## src/sv/nearest_return_steering_assert.svh

```systemverilog
// Assertion macros for the nearest return steering block.
// Expects signals named clock and reset in the scope of each use.
`ifndef NEAREST_RETURN_STEERING_ASSERT_SVH
`define NEAREST_RETURN_STEERING_ASSERT_SVH

// Same-cycle implication, quiet while reset is high.
`define NRS_ASSERT_SAME(lbl, ante, cons, msg) \
   lbl: assert property (@(posedge clock) disable iff (reset) (ante) |-> (cons)) \
      else $error(msg);

// Next-cycle implication, quiet while reset is high.
`define NRS_ASSERT_NEXT(lbl, ante, cons, msg) \
   lbl: assert property (@(posedge clock) disable iff (reset) (ante) |=> (cons)) \
      else $error(msg);

`endif

```

## src/sv/nrs_pkg.sv

```systemverilog
// Shared types and constants for the nearest return steering block.
// No dependencies; imported by the controller, datapath and top level.
package nrs_pkg;

   localparam int RANGE_W     = 16;
   localparam int NEAR_W      = 10;
   localparam int START_W     = 23;
   localparam int STEP_W      = 16;
   localparam int GAIN_W      = 16;
   localparam int DIST_W      = 16;
   localparam int RATE_W      = 32;
   localparam int CSR_INDEX_W = 8;
   localparam int CSR_DATA_W  = 32;
   localparam int FRAC_SHIFT  = 8;

   localparam logic signed [START_W-1:0] START_ANGLE_RST  = -23'sd3294199;
   localparam logic [STEP_W-1:0]         ANGLE_STEP_RST   = 16'd1661;
   localparam logic [GAIN_W-1:0]         TURN_GAIN_RST    = 16'd1467;
   localparam logic [DIST_W-1:0]         MAX_DISTANCE_RST = 16'd5000;

   localparam logic [FRAC_SHIFT:0]  ROUND_BIAS = 9'd128;
   localparam logic [RATE_W-1:0]    RATE_MAX   = 32'h7FFF_FFFF;
   localparam logic [RATE_W-1:0]    RATE_MIN   = 32'h8000_0000;
   localparam logic [RANGE_W-1:0]   RANGE_NONE = '1;

   typedef enum logic [CSR_INDEX_W-1:0] {
      CSR_START_ANGLE  = 8'd0,
      CSR_ANGLE_STEP   = 8'd1,
      CSR_TURN_GAIN    = 8'd2,
      CSR_MAX_DISTANCE = 8'd3
   } csr_index_type;

   typedef enum logic [1:0] {
      ST_COLLECT,
      ST_FETCH,
      ST_DRAIN,
      ST_DONE
   } state_type;

   typedef enum logic [1:0] {
      SLOT_LEFT2,
      SLOT_LEFT1,
      SLOT_RIGHT1,
      SLOT_RIGHT2
   } slot_type;

   typedef struct packed {
      logic     sample_accept;
      logic     fetch_en;
      slot_type fetch_slot;
      logic     load_result;
   } cmd_type;

endpackage

```

## src/sv/nrs_ctrl.sv

```systemverilog
// Scan controller: collects samples, sequences the window readout and
// owns the result handshake. Depends on nrs_pkg.
module nrs_ctrl
   import nrs_pkg::*;
(
   input  logic    clock,
   input  logic    reset,
   input  logic    req_valid,
   input  logic    req_last_sample,
   output logic    req_ready,
   output logic    rsp_valid,
   input  logic    rsp_ready,
   output cmd_type cmd
);

   state_type state_ff, state_in;
   logic [1:0] slot_ff, slot_in;
   logic       rsp_valid_ff, rsp_valid_in;
   logic       out_free;

   assign out_free  = !rsp_valid_ff || rsp_ready;
   assign rsp_valid = rsp_valid_ff;

   always_comb begin
      state_in = state_ff;
      case (state_ff)
         ST_COLLECT: begin
            if (req_valid && req_last_sample) state_in = ST_FETCH;
         end
         ST_FETCH: begin
            if (slot_ff == 2'd3) state_in = ST_DRAIN;
         end
         ST_DRAIN: begin
            state_in = ST_DONE;
         end
         ST_DONE: begin
            if (out_free) state_in = ST_COLLECT;
         end
         default: begin
            state_in = ST_COLLECT;
         end
      endcase
   end

   always_comb begin
      req_ready         = 1'b0;
      cmd.sample_accept = 1'b0;
      cmd.fetch_en      = 1'b0;
      cmd.fetch_slot    = slot_type'(slot_ff);
      cmd.load_result   = 1'b0;
      slot_in           = 2'd0;
      case (state_ff)
         ST_COLLECT: begin
            req_ready         = 1'b1;
            cmd.sample_accept = req_valid;
         end
         ST_FETCH: begin
            cmd.fetch_en = 1'b1;
            slot_in      = slot_ff + 2'd1;
         end
         ST_DRAIN: begin
            slot_in = 2'd0;
         end
         ST_DONE: begin
            cmd.load_result = out_free;
         end
         default: begin
            slot_in = 2'd0;
         end
      endcase
   end

   // hold the result until taken; a fresh load wins over a take
   always_comb begin
      rsp_valid_in = rsp_valid_ff;
      if (rsp_valid_ff && rsp_ready) rsp_valid_in = 1'b0;
      if (cmd.load_result) rsp_valid_in = 1'b1;
   end

   always_ff @(posedge clock) begin
      if (reset) begin
         state_ff     <= ST_COLLECT;
         slot_ff      <= 2'd0;
         rsp_valid_ff <= 1'b0;
      end else begin
         state_ff     <= state_in;
         slot_ff      <= slot_in;
         rsp_valid_ff <= rsp_valid_in;
      end
   end

endmodule

```

## config.mk

```make
export PLATFORM = sky130hd
export DESIGN_NAME = nrs_ctrl
export DESIGN_NICKNAME = d
export VERILOG_FILES = /design/src/sv/nearest_return_steering_assert.svh /design/src/sv/nrs_pkg.sv /design/src/sv/nrs_ctrl.sv
export SDC_FILE = /design/constraint.sdc
export NUM_CORES = 1
export LEC_CHECK = 0
export BUFFER_PORTS_ARGS = -buffer_cell sky130_fd_sc_hd__buf_4
export CORE_AREA = 2 2 39 41
export CTS_CLUSTER_DIAMETER = 200
export DETAILED_ROUTE_END_ITERATION = 7
export DIE_AREA = 0 0 41 43
export HOLD_SLACK_MARGIN = 0.06
export PLACE_DENSITY_LB_ADDON = 0.3
export RECOVER_POWER = 25
export SLEW_MARGIN = 20
export SYNTH_ARGS = -nofsm -noshare
export SYNTH_HDL_FRONTEND = slang
export SYNTH_SLANG_ARGS = --single-unit
```

## constraint.sdc

```tcl
create_clock -name clock -period 2.9 [get_ports clock]
set_input_delay 0.435 -clock clock [delete_from_list [all_inputs] [get_ports clock]]
set_output_delay 0.435 -clock clock [all_outputs]
set_load 0.005 [all_outputs]
```

======== Word-level counts from Yosys, hierarchy flattened ========
Index checks and enable logic that the tools add are counted.
storage, ports and cells
  flip-flop bits (word level) ............. 5
  input bits .............................. 5
  output and inout port bits .............. 7
  logic and storage cells ................. 30
operators by class
  $add $sub $neg .......................... 1
  equal/unequal tests ..................... 7
  mux-type cells .......................... 10
  bitwise gates (word level) .............. 1
  reductions and logical operators ........ 8
operators by type and width
  cell                                           number
  case mux 2 bit (4 select lines)                1
  == test 2 bit, second input constant           3
  two-way mux 1 bit                              6
  two-way mux 2 bit                              3
  != test 2 bit, second input constant           3
  AND reduction 3 bit                            1
  adder 2 x 1 -> 2 bit, second input constant    1
  == test 2 x 1 -> 1 bit, second input constant  1
  logical AND 1 bit                              2
  zero test 2 bit                                1
  nonzero test 2 bit                             1
  OR reduction 2 bit                             1
  zero test 1 bit                                1
  logical OR 1 bit                               1
  NOT 1 bit                                      1

======== Depth between registers and ports, before layout ========
Gate-level depths: netlist of the first run.
  depth in word-level cells ............... 4
  mapped depth ............................ 5
  mapped depth without buffers ............ 5

======== Worst setup path after synthesis of the first run ========
Ideal clock, no wire load.
  path kind ............................... reg2reg
  start point ............................. register state_ff[0]
  end point ............................... register state_ff[0]
  setup time .............................. 0.087 ns
  data arrival time ....................... 1.341 ns
  setup slack ............................. 1.472 ns
  cell stages (with the launch flop) ...... 6
  period minus slack after synthesis ...... 1.428 ns
  cell sequence ........................... dfxtp_1 inv_1 ha_1 a21boi_0 or4_1 o31ai_1
between the ends
  longest elaborated chain between the ends .. 3
ends and longest elaborated chain
  what                                                  RTL line        RTL
  start: declaration                                    nrs_ctrl.sv:16  state_type state_ff, state_in;
  start signal: assignment                              nrs_ctrl.sv:86  state_ff <= state_in;
  == test 2 x 1 -> 1 bit, or another cell as far along  nrs_ctrl.sv:26  case (state_ff)
  != test 2 bit (no line)                               -
  AND reduction 3 bit (no line)                         -
Parallel ways exist; a longest one is shown, timed or not.
A chain may end at the register's enable or synchronous reset.

==> run summary, run 1 <==
Net Sw Frac: 32.0%
largest cells by area after synthesis: dfxtp_1 (33%), ha_1 (25%), and3b_1 (5.7%)
Critical Path RT: 2.47 ns
Worst setup startpoint: state_ff[1]$_SDFFE_PP0P_
final core occ: 30.8%
Crit Path Max Fanout: 4
DRT Pass-1 Iters: 1
post-synth top area cell: dfxtp_1
Power Density: 707 nW/um^2
Static Leak: 0.214 nW
fill count: 149
Mapped Avg Cell Area: 9.85 um^2
GRT Residual Overflow: 0
Multi-input gate area: 186 um^2
CP Capture Type: primary output
Synth top area share: 32.8%
P_int: 0.205 mW
final non-filler cell total: 61
number of max-cap violations: 0
WL per Instance: 8.34 um
Gate power share: 40.9%
total routed wirelength: 509 um
post-synthesis sequential area ratio: 32.8%
Setup Fix Bufs, Post-CTS: 0
clk slew on worst S/H paths: 0.05 ns
dpl cells: 57
Peak Freq: 0.617 GHz
worst skew pair latency: 0.25 ns
chip height: 43 um
clock skew: 0.00585 ns
largest net degree at the start of global routing: 8
DRC violations left: 0
number of synthesized flops with an enable pin: 0
Flop pwr share: 31.9%
chip width: 41 um
Slew @ Worst Pin: 0.299 ns
Cell Area, Synth: 305 um^2
CTS Buf Count: 3
most frequent cells after synthesis: ha_1 (6), dfxtp_1 (5), inv_1 (3)
RSZ-0062 raised after global routing: no
Core ar.: 1380 um^2
register bit total from synthesis: 5
max-slew violation count: 0
clock sinks: 5
Antenna Nets Post-Route: 0
Post-Syn Instances: 31
Mapped Nets: 42
Final period util: 55.9%
CTS H-Tree Depth: 1
Setup crit start kind: flip-flop
Yosys cell types: 17
I/O pin count: 12
first-pass GRT wire length: 883 um
IO buf count: 11
NetSw: 0.0966 mW
Critical Path AT: 1.18 ns
CTS tree: built
outcome: completed
Final nets: 57
CTS max path bufs: 2
HP Start: reset
layout cells sized above 1: 31.1%
vias in the first global route: 214
VDD IR max: 0.305 mV
# diodes: 0
GP Congestion: 0.654
Vias: 257
count leader, synth: ha_1
Final min period: 1.62 ns
hold_buf cts: 0
final setup vio count: 0
die area: 1760 um^2
Clock Power Share: 27.2%
Post-CTS Resized: 0
Vias/cell: 4.21
Root Buffer: clkbuf_4
Tot GR Track Use: 8.15%
Relative slew margins: 79.9%
top_reg_cell synth: dfxtp_1
Synth-to-Final Area Change: 39.8%
Synth warnings: 0
initial core utilization: 22.1%
dpl hpwl: 412 um
Hold Path Class: input pin to flip-flop
worst r2r src: state_ff[1]$_SDFFE_PP0P_
Initial DRC Count: 0
setup TNS: 0 ns
antenna violations before repair: 0
Synth async-reset ratio: 0%
Hold Violations, Final: 0
FF+latch area: 100 um^2
row count: 14
Setup Crit Path Kind: flip-flop to primary output
## power by group through the flow
| stage | clock, mW | combinational [mW] | sequential [mW] |
|---|---|---|---|
| 2_1_floorplan | 0 | 0.0759 | 0.0949 |
| 3_3_place_gp | 0 | 0.126 | 0.0976 |
| 3_5_place_dp | 0 | 0.125 | 0.0981 |
| 4_1_cts | 0.0858 | 0.126 | 0.0966 |
| 5_1_grt | 0.0943 | 0.140 | 0.0989 |
| 6_report | 0.0821 | 0.124 | 0.0961 |
## layout by cell type, fill, tap and decap left out
master and n:
inv_1 3, nand2b_1 2, and3b_1 2, or4_1 1, a21boi_0 2, o31ai_1 1, o21bai_1 1, a21oi_1 1
ha_1 6, and2_1 1, clkbuf_4 3, buf_4 11, clkbuf_1 1, mux2i_1 1, nor2b_1 1, nor3_1 1
nor2_1 1, dfxtp_1 5, nor3b_1 1
## kinds of logic after synthesis
kind of cell | Yosys count | synth area share (%)
AND/OR/NAND/NOR | 10 | 21.7
buffers and inverters | 4 | 6.15
AO/OA/AOI/OAI | 5 | 11.5
flip-flops | 5 | 32.8
adder cells (fa/ha/maj) | 6 | 24.6
multiplexers | 1 | 3.28
## stage by stage
step                      hold WS [ns]  setup slack [ns]  area, um^2  total power [mW]
after floorplan                  0.446              1.47         305             0.171
after global placement           0.458              1.38         400             0.224
after detailed placement         0.466              1.39         400             0.223
after CTS                        0.393              1.26         427             0.309
after global routing             0.396              1.17         427             0.333
final                            0.394              1.28         427             0.302
## worst max-delay path, stage by stage, from the launching register on
cell and delay, ns:
dfxtp_1 0.38, inv_1 0.09, ha_1 0.21, and2_1 0.14, buf_4 0.13
## layer usage
| layer | global-route usage, % | part of all wire (%) | vias to the layer above |
|---|---|---|---|
| met3 | 9.42 | 14 | 0 |
| li1 | - | - | 133 |
| met4 | 2.00 | 0 | 0 |
| met2 | 8.44 | 42 | 13 |
| met5 | 0 | 0 | - |
| met1 | 10.7 | 44 | 111 |
## flip-flops by register name, summed over array words and instances, names as in the netlist
signal,count
rsp_valid,1
slot_ff,2
state_ff,2
## area by class of cell
class | instances | area share [%]
Clock buffer | 4 | 6.16
Multi-Input combinational cell | 22 | 43.7
Tap cell | 16 | 4.69
Timing Repair Buffer | 11 | 19.4
Sequential cell | 5 | 23.5
Inverter | 3 | 2.64
## worst paths after layout
kind | to | slack, ns | cells after the start
worst min-delay path | rsp_valid$_SDFFE_PP0P_ | 0.39 | 2
worst min register to register | slot_ff[0]$_SDFF_PP0_ | 0.47 | 1
worst max-delay path | cmd[4] | 1.28 | 4
worst max register to register | state_ff[0]$_SDFFE_PP0P_ | 1.40 | 5
No activity file was read; power rests on OpenSTA's default activity.
==> inputs of run 2 (changes only) <==
==> constraint.sdc (replaced) <==
create_clock -name clock -period 1.52 [get_ports clock]
set_input_delay 0.228 -clock clock [delete_from_list [all_inputs] [get_ports clock]]
set_output_delay 0.228 -clock clock [all_outputs]
set_load 0.005 [all_outputs]
==> run summary, run 2 (same netlist as run 1, synthesis figures left out) <==
Setup Fix Bufs, Post-CTS: 0 (unchanged)
Relative slew margins: 78.6% (-1.3 points)
CP cell instances: inv_1, ha_2, a21boi_0, or4_1, o31ai_1
chip height: 43 um (unchanged)
Multi-input gate area: 191 um^2 (+2.7%)
# diodes: 0 (unchanged)
row count: 14 (unchanged)
layout cells sized above 1: 41.3% (+10 points)
clock sinks: 5 (unchanged)
dpl hpwl: 442 um (+7.3%)
post-route design area: 442 um^2 (+3.5%)
Final period util: 94.1%
DRC violations left: 0 (unchanged)
CTS tree: built
chip width: 41 um (unchanged)
max-slew violation count: 0 (unchanged)
final core occ: 31.9% (+1.1 points)
Root Buffer: clkbuf_4
Final nets: 58 (+1.8%)
I/O pin count: 12 (unchanged)
Static Leak: 0.217 nW (+1.4%)
Peak Freq: 0.699 GHz
most frequent cells in the layout: buf_4 (12), ha_1 (4), inv_1 (3), clkbuf_4 (3), dfxtp_1 (3)
Critical Path AT: 1.60 ns (+0.42 ns)
setup TNS: 0 ns (unchanged)
Setup Crit Path Kind: flip-flop to flip-flop
Core ar.: 1380 um^2 (unchanged)
RSZ-0062 raised after global routing: no
Synth-to-Final Area Change: 44.7%
total routed wirelength: 566 um (+11%)
Slowest Stage Delay on Critical Path: 0.52 ns (+0.14 ns)
final setup vio count: 0 (unchanged)
DRT Pass-1 Iters: 2 (+1)
final non-filler cell total: 62 (+1.6%)
Vias/cell: 4.35 (+3.4%)
outcome: completed
IO buf count: 11 (unchanged)
GP Congestion: 0.698 (+6.7%)
Post-CTS Resized: 1 (+1)
clk slew on worst S/H paths: 0.05 ns (about the same)
vias in the first global route: 211 (-1.4%)
largest net degree at the start of global routing: 8 (unchanged)
Placed Area: 408 um^2 (+1.9%)
VDD IR max: 0.482 mV (+58%)
antenna violations before repair: 0 (unchanged)
GRT Residual Overflow: 0 (unchanged)
Setup crit start kind: flip-flop
Power Density: 1370 nW/um^2 (+94%)
Slew @ Worst Pin: 0.319 ns (+0.0199 ns)
WL per Instance: 9.13 um (+9.4%)
first-pass GRT wire length: 834 um (-5.5%)
CTS max path bufs: 2 (unchanged)
Crit Path Max Fanout: 4 (unchanged)
Critical Path RT: 1.69 ns (-0.78 ns)
hold_buf cts: 0 (unchanged)
Vias: 270 (+5.1%)
CTS H-Tree Depth: 1 (unchanged)
initial core utilization: 22.1% (unchanged)
fill count: 139 (-6.7%)
final worst slack: 0.0898 ns (-1.19 ns)
FF+latch area: 103 um^2 (+2.5%)
Hold Violations, Final: 0 (unchanged)
dpl cells: 58 (+1.8%)
number of max-cap violations: 0 (unchanged)
Initial DRC Count: 2 (+2)
commonest non-fill, non-tap cell in the layout: buf_4
die area: 1760 um^2 (unchanged)
Final min period: 1.43 ns
worst skew pair latency: 0.25 ns (about the same)
Slowest-stage cell, CP: or4_1
clock skew: 0.00651 ns (+0.000666 ns)
CP Capture Type: flip-flop
Tot GR Track Use: 7.73% (-0.42 points)
Post-Place Setup Slack: -0.00430 ns (-1.39 ns)
Antenna Nets Post-Route: 0 (unchanged)
Hold Path Class: input pin to flip-flop
CTS Buf Count: 3 (unchanged)
-- run 2: where the power goes --
group / internal (mW) / switching (mW)
combinational: 0.147 / 0.106
clock: 0.0999 / 0.0644
sequential: 0.163 / 0.0252
total: 0.410 / 0.196
-- run 2: final cells by class --
class,count,area share (%)
Timing Repair Buffer,12,20.4
Sequential cell,5,23.2
Tap cell,16,4.53
Multi-Input combinational cell,22,43.3
Clock buffer,4,5.95
Inverter,3,2.55
-- run 2: metal layers --
layer  up-vias  wire length (um)  GRT usage (%)
met5         -                 0              0
met4         0                17           8.00
met3         2                56           3.14
met2        11               225           8.75
met1       122               266           9.97
li1        135                 -              -
-- run 2: critical path: cells and delay by family, from the launching register on --
kind	cells	cell delay, ns
and+or+nand+nor	1	0.52
adders and majority gates	1	0.19
AOI/OAI and AO/OA	2	0.20
buffers and inverters	1	0.08
DFF	1	0.35
-- run 2: metrics by stage --
stage,power (mW),hold WS (ns)
2_1_floorplan,0.326,0.300
6_report,0.606,0.186
3_5_place_dp,0.442,0.445
4_1_cts,0.611,0.182
3_3_place_gp,0.444,0.452
5_1_grt,0.661,0.190
-- run 2: path summary, 6_finish.rpt --
kind / startpoint / endpoint / slack, ns / cells past startpoint
worst max-delay path: state_ff[1]$_SDFFE_PP0P_ / state_ff[0]$_SDFFE_PP0P_ / 0.09 / 5
worst min-delay path: reset / slot_ff[0]$_SDFF_PP0_ / 0.19 / 2
worst max register to register: state_ff[1]$_SDFFE_PP0P_ / state_ff[0]$_SDFFE_PP0P_ / 0.09 / 5
worst min register to register: slot_ff[0]$_SDFF_PP0_ / slot_ff[0]$_SDFF_PP0_ / 0.46 / 1
==> inputs of run 3 (changes only) <==
--- a/config.mk
+++ b/config.mk
@@ -13,6 +13,7 @@
 export HOLD_SLACK_MARGIN = 0.06
 export PLACE_DENSITY_LB_ADDON = 0.3
 export RECOVER_POWER = 25
+export REMOVE_ABC_BUFFERS = 1
 export SLEW_MARGIN = 20
 export SYNTH_ARGS = -nofsm -noshare
 export SYNTH_HDL_FRONTEND = slang
==> run summary, run 3 (same netlist as run 1, synthesis figures left out) <==
initial core utilization: 22.1% (unchanged)
CTS max path bufs: 2 (unchanged)
most frequent cells in the layout: buf_4 (14), ha_1 (5), clkbuf_4 (4)
Tot Pwr: 0.624 mW (+2.9%)
Slowest Stage Delay on Critical Path: 0.47 ns (-0.05 ns)
vias in the first global route: 222 (+5.2%)
worst hold slack: 0.212 ns (+0.0256 ns)
die area: 1760 um^2 (unchanged)
IO buf count: 11 (unchanged)
Setup Crit Path Kind: flip-flop to flip-flop
Flop pwr share: 29.4% (-1.6 points)
I/O pin count: 12 (unchanged)
Setup crit start kind: flip-flop
antenna violations before repair: 0 (unchanged)
commonest non-fill, non-tap cell in the layout: buf_4
VDD IR max: 0.487 mV (+1.2%)
dpl cells: 61 (+5.2%)
Initial DRC Count: 1 (-1)
Static Leak: 0.231 nW (+6.5%)
Hold Violations, Final: 0 (unchanged)
Relative slew margins: 79.3% (+0.72 points)
final non-filler cell total: 65 (+4.8%)
Core ar.: 1380 um^2 (unchanged)
Clock Power Share: 23.3% (-3.8 points)
first-pass GRT wire length: 821 um (-1.6%)
Critical Path AT: 1.56 ns (-0.04 ns)
WL per Instance: 8.02 um (-12%)
setup TNS: 0 ns (unchanged)
P_int: 0.440 mW (+7.3%)
Final min period: 1.43 ns (-0.00205 ns)
largest net degree at the start of global routing: 8 (unchanged)
Final period util: 94.0% (-0.14 points)
clock skew: 0.00149 ns (-0.00502 ns)
Power Density: 1350 nW/um^2 (-1.5%)
Setup Fix Bufs, Post-CTS: 0 (unchanged)
DRC violations left: 0 (unchanged)
max-slew violation count: 0 (unchanged)
# diodes: 0 (unchanged)
FF+latch area: 103 um^2 (unchanged)
Antenna Nets Post-Route: 0 (unchanged)
chip width: 41 um (unchanged)
Crit Path Max Fanout: 3 (-1)
number of max-cap violations: 0 (unchanged)
total routed wirelength: 521 um (-8.0%)
Net Sw Frac: 29.4% (-2.9 points)
CP cell instances: buf_4, ha_2, and3b_1, or4_1, o31ai_1
GP Congestion: 0.674 (-3.5%)
final core occ: 33.4% (+1.4 points)
Vias: 257 (-4.8%)
CP Capture Type: flip-flop
worst skew pair latency: 0.23 ns (-0.02 ns)
clk slew on worst S/H paths: 0.04 ns (about the same)
fill count: 159 (+14%)
row count: 14 (unchanged)
chip height: 43 um (unchanged)
hold_buf cts: 0 (unchanged)
Critical Path RT: 1.66 ns (-0.03 ns)
Hold Path Class: input pin to flip-flop
Tot GR Track Use: 6.92% (-0.81 points)
clock sinks: 5 (unchanged)
Root Buffer: clkbuf_4
Synth-to-Final Area Change: 51.2%
Vias/cell: 3.95 (-9.2%)
layout cells sized above 1: 42.9% (+1.6 points)
Slew @ Worst Pin: 0.308 ns (-0.0107 ns)
final setup vio count: 0 (unchanged)
outcome: completed
CTS Buf Count: 3 (unchanged)
Gate power share: 47.4% (+5.5 points)
DRT Pass-1 Iters: 2 (unchanged)
Final nets: 61 (+5.2%)
CTS H-Tree Depth: 1 (unchanged)
CTS tree: built
NetSw: 0.184 mW (-6.2%)
Slowest-stage cell, CP: or4_1
GRT Residual Overflow: 0 (unchanged)
RSZ-0062 raised after global routing: no
Peak Freq: 0.700 GHz (+0.14%)
Multi-input gate area: 189 um^2 (-1.3%)
## run 3: cell types whose count changed in the layout (fill, tap and decap cells not counted), sizes merged
cell,delta
buf,+2
clkbuf,+1
## run 3: worst max-delay path: cells and delay by family (launching register included)
kind | cells | cell delay (ns)
AOI/OAI and AO/OA | 1 | 0.08
buffers and inverters | 1 | 0.13
and+or+nand+nor | 2 | 0.64
adders and majority gates | 1 | 0.17
DFF | 1 | 0.32
## run 3: worst paths after layout
check	slack, ns	cells past startpoint	endpoint	start
max	0.09	5	state_ff[0]$_SDFFE_PP0P_	state_ff[1]$_SDFFE_PP0P_
min	0.21	2	rsp_valid$_SDFFE_PP0P_	reset
max reg2reg	0.09	5	state_ff[0]$_SDFFE_PP0P_	state_ff[1]$_SDFFE_PP0P_
min reg2reg	0.46	1	slot_ff[0]$_SDFF_PP0_	slot_ff[0]$_SDFF_PP0_
## run 3: metrics by stage
stage	instance area, um^2	setup slack [ns]
after floorplan	298	0.0923
after global placement	430	0.0568
after detailed placement	430	0.0620
after CTS	457	0.0542
after global routing	462	0.00668
final	462	0.0918
## run 3: routing by layer
layer / global-route usage [%] / up-vias / wire [um]
met4: 4.00 / 0 / 0
met2: 10.6 / 9 / 241
met1: 8.33 / 106 / 235
met5: 0 / - / 0
li1: - / 142 / -
met3: 1.57 / 0 / 44
## run 3: area by class of cell
| type | instances | share of cell area [%] |
|---|---|---|
| sequential | 5 | 22.2 |
| clock buffer | 4 | 5.69 |
| multi-input combinational | 22 | 40.9 |
| timing repair buffer | 15 | 24.4 |
| inverter | 3 | 2.44 |
| tap | 16 | 4.34 |
## run 3: power by group through the flow
| stage | logic (mW) | clock network [mW] | registers (mW) |
|---|---|---|---|
| 2_1_floorplan | 0.142 | 0 | 0.181 |
| 3_3_place_gp | 0.299 | 0 | 0.180 |
| 3_5_place_dp | 0.303 | 0 | 0.182 |
| 4_1_cts | 0.304 | 0.153 | 0.179 |
| 5_1_grt | 0.341 | 0.159 | 0.187 |
| 6_report | 0.296 | 0.145 | 0.183 |
## run 3: what timing repair did
action	CTS	global route
resized for setup	0	3
endpoints found under the hold margin	0	0
endpoints found under the setup margin	0	2
